[src/design/esd_pkg.sv]
// shared types for the escape sequence decoder
package esd_pkg;

  // decoder mode between characters
  typedef enum logic [1:0] {
    MODE_PLAIN = 2'd0,
    MODE_ESC   = 2'd1,
    MODE_HEX1  = 2'd2,
    MODE_HEX2  = 2'd3
  } mode_t;

  // one decoded result item
  typedef struct packed {
    logic [7:0] byte_val;
    logic       truncated;
    logic       last;
  } result_t;

  // outcome of decoding one character
  typedef struct packed {
    logic       emit;
    result_t    res;
    mode_t      mode_nxt;
    logic [3:0] nibble_nxt;
  } step_t;

endpackage

[src/design/esd_decode.sv]
// combinational decode of one character against the current mode
module esd_decode (
  input  logic [7:0]     ch,
  input  logic           last,
  input  esd_pkg::mode_t mode,
  input  logic [3:0]     nibble,
  output esd_pkg::step_t step
);
  import esd_pkg::*;

  localparam logic [7:0] CH_BACKSLASH = 8'h5C;
  localparam logic [7:0] CH_ZERO      = 8'h30;
  localparam logic [7:0] CH_N         = 8'h6E;
  localparam logic [7:0] CH_R         = 8'h72;
  localparam logic [7:0] CH_T         = 8'h74;
  localparam logic [7:0] CH_X         = 8'h78;
  localparam logic [7:0] BYTE_NUL     = 8'h00;
  localparam logic [7:0] BYTE_LF      = 8'h0A;
  localparam logic [7:0] BYTE_CR      = 8'h0D;
  localparam logic [7:0] BYTE_TAB     = 8'h09;

  // hex digit value, anything else counts as zero
  function automatic logic [3:0] hex_value(input logic [7:0] c);
    logic [7:0] d;
    d = 8'h00;
    if (c >= 8'h30 && c <= 8'h39) d = c - 8'h30;
    else if (c >= 8'h61 && c <= 8'h66) d = c - 8'h57;
    else if (c >= 8'h41 && c <= 8'h46) d = c - 8'h37;
    return d[3:0];
  endfunction

  logic       trunc;
  logic [3:0] dig;

  assign dig = hex_value(ch);

  // mode update and result selection
  always_comb begin
    trunc           = 1'b0;
    step.emit       = 1'b0;
    step.res.byte_val  = ch;
    step.res.truncated = 1'b0;
    step.res.last      = last;
    step.mode_nxt   = mode;
    step.nibble_nxt = nibble;
    unique case (mode)
      MODE_PLAIN: begin
        if (ch != CH_BACKSLASH) step.emit = 1'b1;
        else if (last) trunc = 1'b1;
        else step.mode_nxt = MODE_ESC;
      end
      MODE_ESC: begin
        step.emit     = 1'b1;
        step.mode_nxt = MODE_PLAIN;
        case (ch)
          CH_ZERO: step.res.byte_val = BYTE_NUL;
          CH_N:    step.res.byte_val = BYTE_LF;
          CH_R:    step.res.byte_val = BYTE_CR;
          CH_T:    step.res.byte_val = BYTE_TAB;
          CH_X: begin
            step.emit = 1'b0;
            if (last) trunc = 1'b1;
            else begin
              step.nibble_nxt = 4'h0;
              step.mode_nxt   = MODE_HEX1;
            end
          end
          default: step.res.byte_val = ch;
        endcase
      end
      MODE_HEX1: begin
        if (last) trunc = 1'b1;
        else begin
          step.nibble_nxt = dig;
          step.mode_nxt   = MODE_HEX2;
        end
      end
      MODE_HEX2: begin
        step.emit         = 1'b1;
        step.res.byte_val = {nibble, dig};
        step.mode_nxt     = MODE_PLAIN;
        step.nibble_nxt   = 4'h0;
      end
    endcase
    // string ended inside an escape
    if (trunc) begin
      step.emit          = 1'b1;
      step.res.byte_val  = BYTE_NUL;
      step.res.truncated = 1'b1;
      step.res.last      = 1'b1;
      step.mode_nxt      = MODE_PLAIN;
      step.nibble_nxt    = 4'h0;
    end
  end

endmodule

[src/design/esd_out_stage.sv]
// result register with valid/ready toward the receiver
module esd_out_stage (
  input  logic             clk,
  input  logic             rst_n,
  input  logic             load,
  input  esd_pkg::result_t load_res,
  output logic             free,
  output logic             out_valid,
  input  logic             out_ready,
  output esd_pkg::result_t res
);
  import esd_pkg::*;

  logic    valid_r;
  result_t res_r;

  // slot frees up when empty or being taken this cycle
  assign free      = !valid_r || out_ready;
  assign out_valid = valid_r;
  assign res       = res_r;

  // valid flag
  always_ff @(posedge clk) begin
    if (!rst_n) valid_r <= 1'b0;
    else if (load) valid_r <= 1'b1;
    else if (out_ready) valid_r <= 1'b0;
  end

  // payload
  always_ff @(posedge clk) begin
    if (load) res_r <= load_res;
  end

endmodule

[src/design/escape_sequence_decoder_unit.sv]
// top level of the escape sequence decoder
// Usage:
//   in channel (in_valid/in_ready) carries one string character per item
//   in in_ch, with in_last set on the final character of the string.
//   out channel (out_valid/out_ready) carries decoded bytes: out_byte,
//   out_truncated when the string ended inside an escape (byte is zero),
//   and out_last on the final byte of the string.
//   A character either yields one byte or none (backslash, x and the first
//   hex digit of an escape yield nothing until the escape completes).
// Timing:
//   a character is held in the input register and decoded there; its
//   byte then enters the result register, whose flag drives out_valid
//   toward the receiver.
//   One character is taken every cycle unless a byte is stalled; the rate
//   is set by the single mode register that the decode updates once per item.
// Reset: synchronous active-low rst_n empties both registers and returns
//   the decoder to plain text.
// Stall: while out_ready is low and the result register is full, an item
//   that yields a byte waits in the input register and in_ready drops;
//   items that yield no byte still pass through.
module escape_sequence_decoder_unit (
  input  logic       clk,
  input  logic       rst_n,
  input  logic       in_valid,
  output logic       in_ready,
  input  logic [7:0] in_ch,
  input  logic       in_last,
  output logic       out_valid,
  input  logic       out_ready,
  output logic [7:0] out_byte,
  output logic       out_truncated,
  output logic       out_last
);
  import esd_pkg::*;

  logic       s1_valid_r;
  logic [7:0] s1_ch_r;
  logic       s1_last_r;
  mode_t      mode_r;
  logic [3:0] nibble_r;
  step_t      step;
  logic       free;
  logic       advance;
  result_t    res;

  // decode the held character
  esd_decode u_decode (
    .ch     (s1_ch_r),
    .last   (s1_last_r),
    .mode   (mode_r),
    .nibble (nibble_r),
    .step   (step)
  );

  // held item moves on unless its byte finds the result slot taken
  assign advance  = s1_valid_r && (!step.emit || free);
  assign in_ready = !s1_valid_r || advance;

  // input register
  always_ff @(posedge clk) begin
    if (!rst_n) s1_valid_r <= 1'b0;
    else if (in_ready) s1_valid_r <= in_valid;
  end

  always_ff @(posedge clk) begin
    if (in_ready && in_valid) begin
      s1_ch_r   <= in_ch;
      s1_last_r <= in_last;
    end
  end

  // decoder state advances with each consumed item
  always_ff @(posedge clk) begin
    if (!rst_n) begin
      mode_r   <= MODE_PLAIN;
      nibble_r <= 4'h0;
    end else if (advance) begin
      mode_r   <= step.mode_nxt;
      nibble_r <= step.nibble_nxt;
    end
  end

  // result register
  esd_out_stage u_out (
    .clk       (clk),
    .rst_n     (rst_n),
    .load      (advance && step.emit),
    .load_res  (step.res),
    .free      (free),
    .out_valid (out_valid),
    .out_ready (out_ready),
    .res       (res)
  );

  assign out_byte      = res.byte_val;
  assign out_truncated = res.truncated;
  assign out_last      = res.last;

`ifndef SYNTHESIS
  // a truncated result is a zero byte that closes the string
  a_trunc_form: assert property (@(posedge clk) disable iff (!rst_n)
    out_valid && out_truncated |-> out_byte == 8'h00 && out_last)
    else $error("truncated result not a closing zero byte");

  // end of string always returns to plain text
  a_last_resets_mode: assert property (@(posedge clk) disable iff (!rst_n)
    advance && s1_last_r |=> mode_r == MODE_PLAIN)
    else $error("mode not plain after end of string");

  // stored nibble only meaningful while waiting for the second digit
  a_nibble_clear: assert property (@(posedge clk) disable iff (!rst_n)
    mode_r != MODE_HEX2 |-> nibble_r == 4'h0)
    else $error("stale high nibble");

  // an empty input register always takes an item
  a_ready_when_empty: assert property (@(posedge clk) disable iff (!rst_n)
    !s1_valid_r |-> in_ready)
    else $error("input stalled while empty");
`endif

endmodule

[config.mk]
export PLATFORM = sky130hd
export DESIGN_NAME = escape_sequence_decoder_unit
export DESIGN_NICKNAME = d
export VERILOG_FILES = /design/src/design/esd_pkg.sv /design/src/design/esd_decode.sv /design/src/design/esd_out_stage.sv /design/src/design/escape_sequence_decoder_unit.sv
export SDC_FILE = /design/constraint.sdc
export NUM_CORES = 1
export LEC_CHECK = 0
export BUFFER_PORTS_ARGS = -buffer_cell sky130_fd_sc_hd__buf_2
export CAP_MARGIN = 40
export CORE_MARGIN = 5
export CORE_UTILIZATION = 56
export DETAILED_ROUTE_END_ITERATION = 10
export GPL_ROUTABILITY_DRIVEN = 0
export PLACE_DENSITY = 0.84
export SETUP_SLACK_MARGIN = 0.1
export SLEW_MARGIN = 20
export SYNTH_ARGS = -nofsm -noshare
export SYNTH_HDL_FRONTEND = slang
export SYNTH_SLANG_ARGS = --single-unit
[constraint.sdc]
create_clock -name clk -period 3.9 [get_ports clk]
set_clock_uncertainty 0.15 [all_clocks]
set_input_delay 0.78 -clock clk [delete_from_list [all_inputs] [get_ports clk]]
set_output_delay 0.78 -clock clk [all_outputs]
set_load 0.02 [all_outputs]
* Yosys cells after proc, flatten, opt, wreduce, memory -nomap -nowiden
Cells that the tools add are included.
** Word-level totals
- Word-level logic and storage cells :: 71
- Bits in registers :: 27
- Output and inout port bits :: 12
** Cells by class
- $add $sub $neg :: 3
- Order comparisons :: 6
- Equality and inequality tests :: 14
- Reduce and logical (&&, ||, !) cells :: 17
- Multiplexer cells :: 22
** Operators with widths (number)
- 8-bit by 7-bit == test with 1-bit output (second input constant) :: 4
- 8-bit case mux with 4 select lines :: 1
- 6-bit 2-to-1 mux :: 3
- 17-bit 2-to-1 mux :: 1
- 8-bit by 7-bit greater-or-equal comparator with 1-bit output (second input constant) :: 2
- 8-bit by 7-bit <= comparator with 1-bit output (second input constant) :: 2
- 8-bit case mux with 2 select lines :: 1
- 3-bit by 2-bit inequality test with 1-bit output (second input constant) :: 5
- 4-bit 2-to-1 mux :: 3
- 4-bit case mux with 3 select lines :: 1
- 8-bit by 6-bit == test with 1-bit output (second input constant) :: 1
- 8-bit by 6-bit greater-or-equal comparator with 1-bit output (second input constant) :: 1
- 8-bit by 6-bit <= comparator with 1-bit output (second input constant) :: 1
- 8-bit by 7-bit inequality test with 1-bit output (second input constant) :: 1
- 2-bit case mux with 4 select lines :: 1
- 4-bit by 3-bit subtractor with 4-bit output (second input constant) :: 2
- 1-bit 2-to-1 mux :: 7
- 1-bit logical AND :: 6
- 1-bit case mux with 3 select lines :: 2
- 5-bit AND reduction :: 1
- 2-bit == test (second input constant) :: 2
- 2-bit 2-to-1 mux :: 2
- 4-bit AND reduction :: 1
- 4-bit nonzero test :: 1
- 6 further kinds :: 10

* Depth between registers and ports, before layout
- Depth in word-level cells :: 13
- Mapped depth :: 9

* Hierarchy
A second synthesis with hierarchy kept.
** Unflattened totals
- Cells, all modules :: 169
- Area, all modules :: 1645.3 um2
** Modules (own cells, without submodules)
- esd_decode :: seq. area each 0.0 um2, times used 1, area each 723.2 um2, cells an instance 113
- escape_sequence_decoder_unit :: seq. area each 410.4 um2, times used 1, area each 573.0 um2, cells an instance 42
- esd_out_stage :: seq. area each 320.3 um2, times used 1, area each 349.1 um2, cells an instance 14

* Worst setup path after synthesis
No wires, ideal clock.
- Path type :: flip-flop to output port
- From :: reg s1_ch_r[0]
- To :: out in_ready
- Setup slack :: 1.082 ns
- Cell stages (with the launch flop) :: 8
- Arrival :: 1.888 ns
- Required time :: 2.970 ns
- Path through :: edfxtp_1 -> inv_1 -> ha_1 -> nand2_2 -> nor4_4 -> mux2i_1 -> a221o_1 -> nand3_1
** On the way
- Longest elaborated chain between the ends :: 8
** Ends and longest elaborated chain
- start: declaration :: line escape_sequence_decoder_unit.sv:37 : logic [7:0] s1_ch_r;
- start signal: assignment :: line escape_sequence_decoder_unit.sv:67 : s1_ch_r <= in_ch;
- 8-bit by 7-bit == test with 1-bit output or 8-bit by 7-bit inequality test with 1-bit output (tied branches) :: line esd_decode.sv:55, esd_decode.sv:48
- 1-bit 2-to-1 mux, on equally long branches :: line esd_decode.sv:55, esd_decode.sv:48
- 1-bit case mux with 3 select lines :: line esd_decode.sv:46 : unique case (mode)
- 17-bit 2-to-1 mux * :: line esd_decode.sv:86 : if (trunc) begin
- 1-bit logical NOT * :: line escape_sequence_decoder_unit.sv:56 : assign advance = s1_valid_r && (!step.emit || free);
- 1-bit logical OR * :: line escape_sequence_decoder_unit.sv:56
- 1-bit logical AND * :: line escape_sequence_decoder_unit.sv:56
- 1-bit logical OR * :: line escape_sequence_decoder_unit.sv:57 : assign in_ready = !s1_valid_r || advance;
- end: declaration :: line escape_sequence_decoder_unit.sv:25 : output logic in_ready,
Every way passes the cells marked *; elsewhere a longest branch is shown, timed or not.

* Worst setup path in the final report
Ends and elaborated chain as after synthesis.

==> impl_results.md <==
- Clock latency on the worst-skew pair: 0.33 ns
- Final setup TNS: 0 ns
- P_int: 384.1 uW
- Worst hold endpoint: nibble_r[0]
- Commonest non-fill, non-tap cell in the layout: buf_2
- Avg WL per Cell: around 16 um
- Leakage: between 0.0006 and 0.0007 uW
- Antenna-violating nets left: 0
- Post-synth EDFFs: 19
- Fillcell total: 230
- Fin nets: 206
- Hold path depth: 2
- DRT Wirelength: between 3000 and 4000 um
- Rows: 19
- Post-synthesis adder-cell area fraction: about 7.5%
- Critical Path Start: s1_ch_r[0]
- Peak VDD IR: 0.1920 mV
- Cts repair resizes: 0
- Sequential share of the synthesized area: a little over two fifths
- First-pass GRT wire length: 5568 um
- Post-CTS setup buffers: 0
- Largest net degree at the start of global routing: 15
- Fin cells: 213
- Area growth syn-to-layout: 9.857%
- Least-Margin Pin Slew: 0.8136 ns
- Crit-path max FO: 6
- Sw Share: 25.32%
- Commonest non-fill, non-tap cells in the layout: buf_2, edfxtp_1, nand2_1
- Status: completed
- Path category of the worst min-delay check: flop to flop
- Boundary pin count: 25
- RSZ-0062 raised after global routing: no
- Clock Path Buffers: 2
- Starting density of the core: approximately three fifths
- Syn Std Cell Area: approximately 1700 um2
- XOR/XNOR Fraction of Synth Area: less than 1%
- Drt pass-1 iters: 4
- Flop2flop setup slack: ~0.8 ns
- Hold buffers post-CTS: 0
- Root Buffer: clkbuf_4
- DP Cell Count: 208
- H-tree depth: 1
- Iter 0 DRT Violations: 90
- Post-synthesis compound-gate area fraction: roughly a quarter
- Clk slew on worst S/H paths: 0.14 ns
- Max Cap Viol: 0
- Hold Vio Cnt, Final: 0
- Crit path launch type: flop
- WHS: 0.3269 ns
- Critical path endpoint category: output port
- Clk pwr share: 23.8%
- Vias/cell: 6.296
- Min-delay src: nibble_r[0]
- Setup WS pre-CTS: 0.7980 ns
- Critical path required time: 2.97 ns
- FF-to-FF End: s1_ch_r[1]
- Post-detail-place hpwl: 2606 um
- R2R depth: 7
- Crit path kind: flop to output port
- N_diodes: 0
- Fin crit share: between 80 and 90%
- FMAX: 285.9 MHz
- Die area: between 4000 and 5000 um2
- Gr usage total: 17.17%
- Switching pwr: 130.2 uW
- Num CTS Buffers: 3
- Worst slew margin relative to its limit: 45.51%
- Final critical-path required period: 3.498 ns
- Sequential power share: 64.7%
- Number of global-route vias before repair: 1200
- CTS tree: done
- IO buf count: 24
- CP arrival: about 2.6 ns
- Slew Limit Fails: 0
- DRC viols: 0
- Comb pwr share: 11.5%
- Total grt overflow: 0
- Vias: 1341
- Post-synthesis mux area share: 3.085%
- Post-synthesis simple-gate area fraction: 17.31%
- Critical R2R Launch: s1_ch_r[0]
- Mapped Cells: 160
- Initial antenna violation count: 0
- Post-Syn Area per Cell: 10.39 um2
- Post-synth cell types: 54
- Floorplan die width: between 60 and 70 um
- Pwr/cell area: 281.5 nW/um2
- Fin worst setup slack: 0.4022 ns
- Yosys warnings: 0
- Core area: 2805 um2
- Die Ht: 64.49 um
- Setup Viol. Count Final: 0
- Share of layout cells above drive strength 1: 22.53%
- #FFs+latches synth: 27
- Leading register cell type out of synthesis: edfxtp_1
- Clock sinks: 27
- Syn nets: 183
- Async SR Flop Fraction: 0%
- Largest family of logic cells by synthesized area: compound AO/OA/AOI/OAI gates
==> critical path: stages (launching register included) <==
cell and delay, ns:
edfxtp_1 0.49, inv_1 0.16, ha_1 0.29, nand2_2 0.13
nor3_1 0.37, mux2i_1 0.14, a221o_1 0.37, nand3_1 0.12
buf_2 0.17
==> synthesized netlist by cell type (all sizes together) (2+ instances only) <==
cell type  number  area share (%)
nand2          15             3.5
ha             10             7.5
nor3b           2            0.90
a31oi           2            0.75
nor2            8             1.8
nor3            3            0.90
o22ai           7             2.6
a221oi          2             1.4
buf             3            0.83
nand2b          6             2.3
a21oi           6             2.7
clkbuf          4            0.90
o21ai          12             3.6
o22a            2             1.1
mux2i           4             2.4
nand3           4             1.2
a22o            4             2.1
a211oi          3             2.1
or4             2             1.1
a21boi          3             1.4
inv            10             2.3
dfxtp           8             9.6
edfxtp         19              34
o2111ai         2             1.4
==> per-layer routing <==
metal  track usage [%]  wire length (um)  vias up
li1                  -                 -      651
met1             23.03              1509      619
met2             27.96              1608       66
met3             2.936               301        5
met4             6.332                45        0
met5                 0                 0        -
==> flip-flops by register name (all words and copies together) (netlist names) <==
name	flops
mode_r	2
nibble_r	4
s1_ch_r	8
s1_last_r	1
s1_valid_r	1
u_out.out_valid	1
u_out.res	10
==> cells by family after synthesis <==
| family | count (synthesis) |
|---|---|
| AO/OA/AOI/OAI | 51 |
| XOR/XNOR | 1 |
| adder cells (fa/ha/maj) | 10 |
| buffers and inverters | 17 |
| flip-flops | 27 |
| multiplexers | 5 |
| AND/OR/NAND/NOR | 49 |
==> cell type report <==
type / instances / area [um2] / area share (%)
Inverter: 10 / 37.54 / 2.055
Timing Repair Buffer: 25 / 127.6 / 6.986
Tap cell: 31 / 38.79 / 2.123
Sequential cell: 27 / 730.7 / 40.00
Multi-Input combinational cell: 116 / 865.8 / 47.40
Clock buffer: 4 / 26.28 / 1.438
==> metrics by stage <==
step | total power [uW] | utilization (%) | area [um2]
6_report | 514.3 | 65.12 | 1827
5_1_grt | 535.2 | 65.12 | 1827
4_1_cts | 514.3 | 64.85 | 1819
3_5_place_dp | 396.5 | 63.92 | 1793
3_3_place_gp | 393.9 | 63.92 | 1793
2_1_floorplan | 377.0 | - | 1663
==> worst max path at each step <==
stage	cells past startpoint	slack [ns]	to
after floorplan	7	1.08	in_ready
after detailed placement	8	0.80	u_out.res[7]
final	8	0.40	in_ready
after global routing	8	0.24	in_ready
after CTS	8	0.43	in_ready
after global placement	8	0.94	in_ready
==> power groups by stage <==
stage | sequential, uW | clock [uW] | combinational (uW)
after floorplan | 339 | 0 | 37.6
after global routing | 335 | 136 | 63.9
after detailed placement | 339 | 0 | 57.5
after CTS | 332 | 124 | 57.7
after global placement | 338 | 0 | 55.6
final | 333 | 122 | 59.2
(Power assumes the default switching activity.)
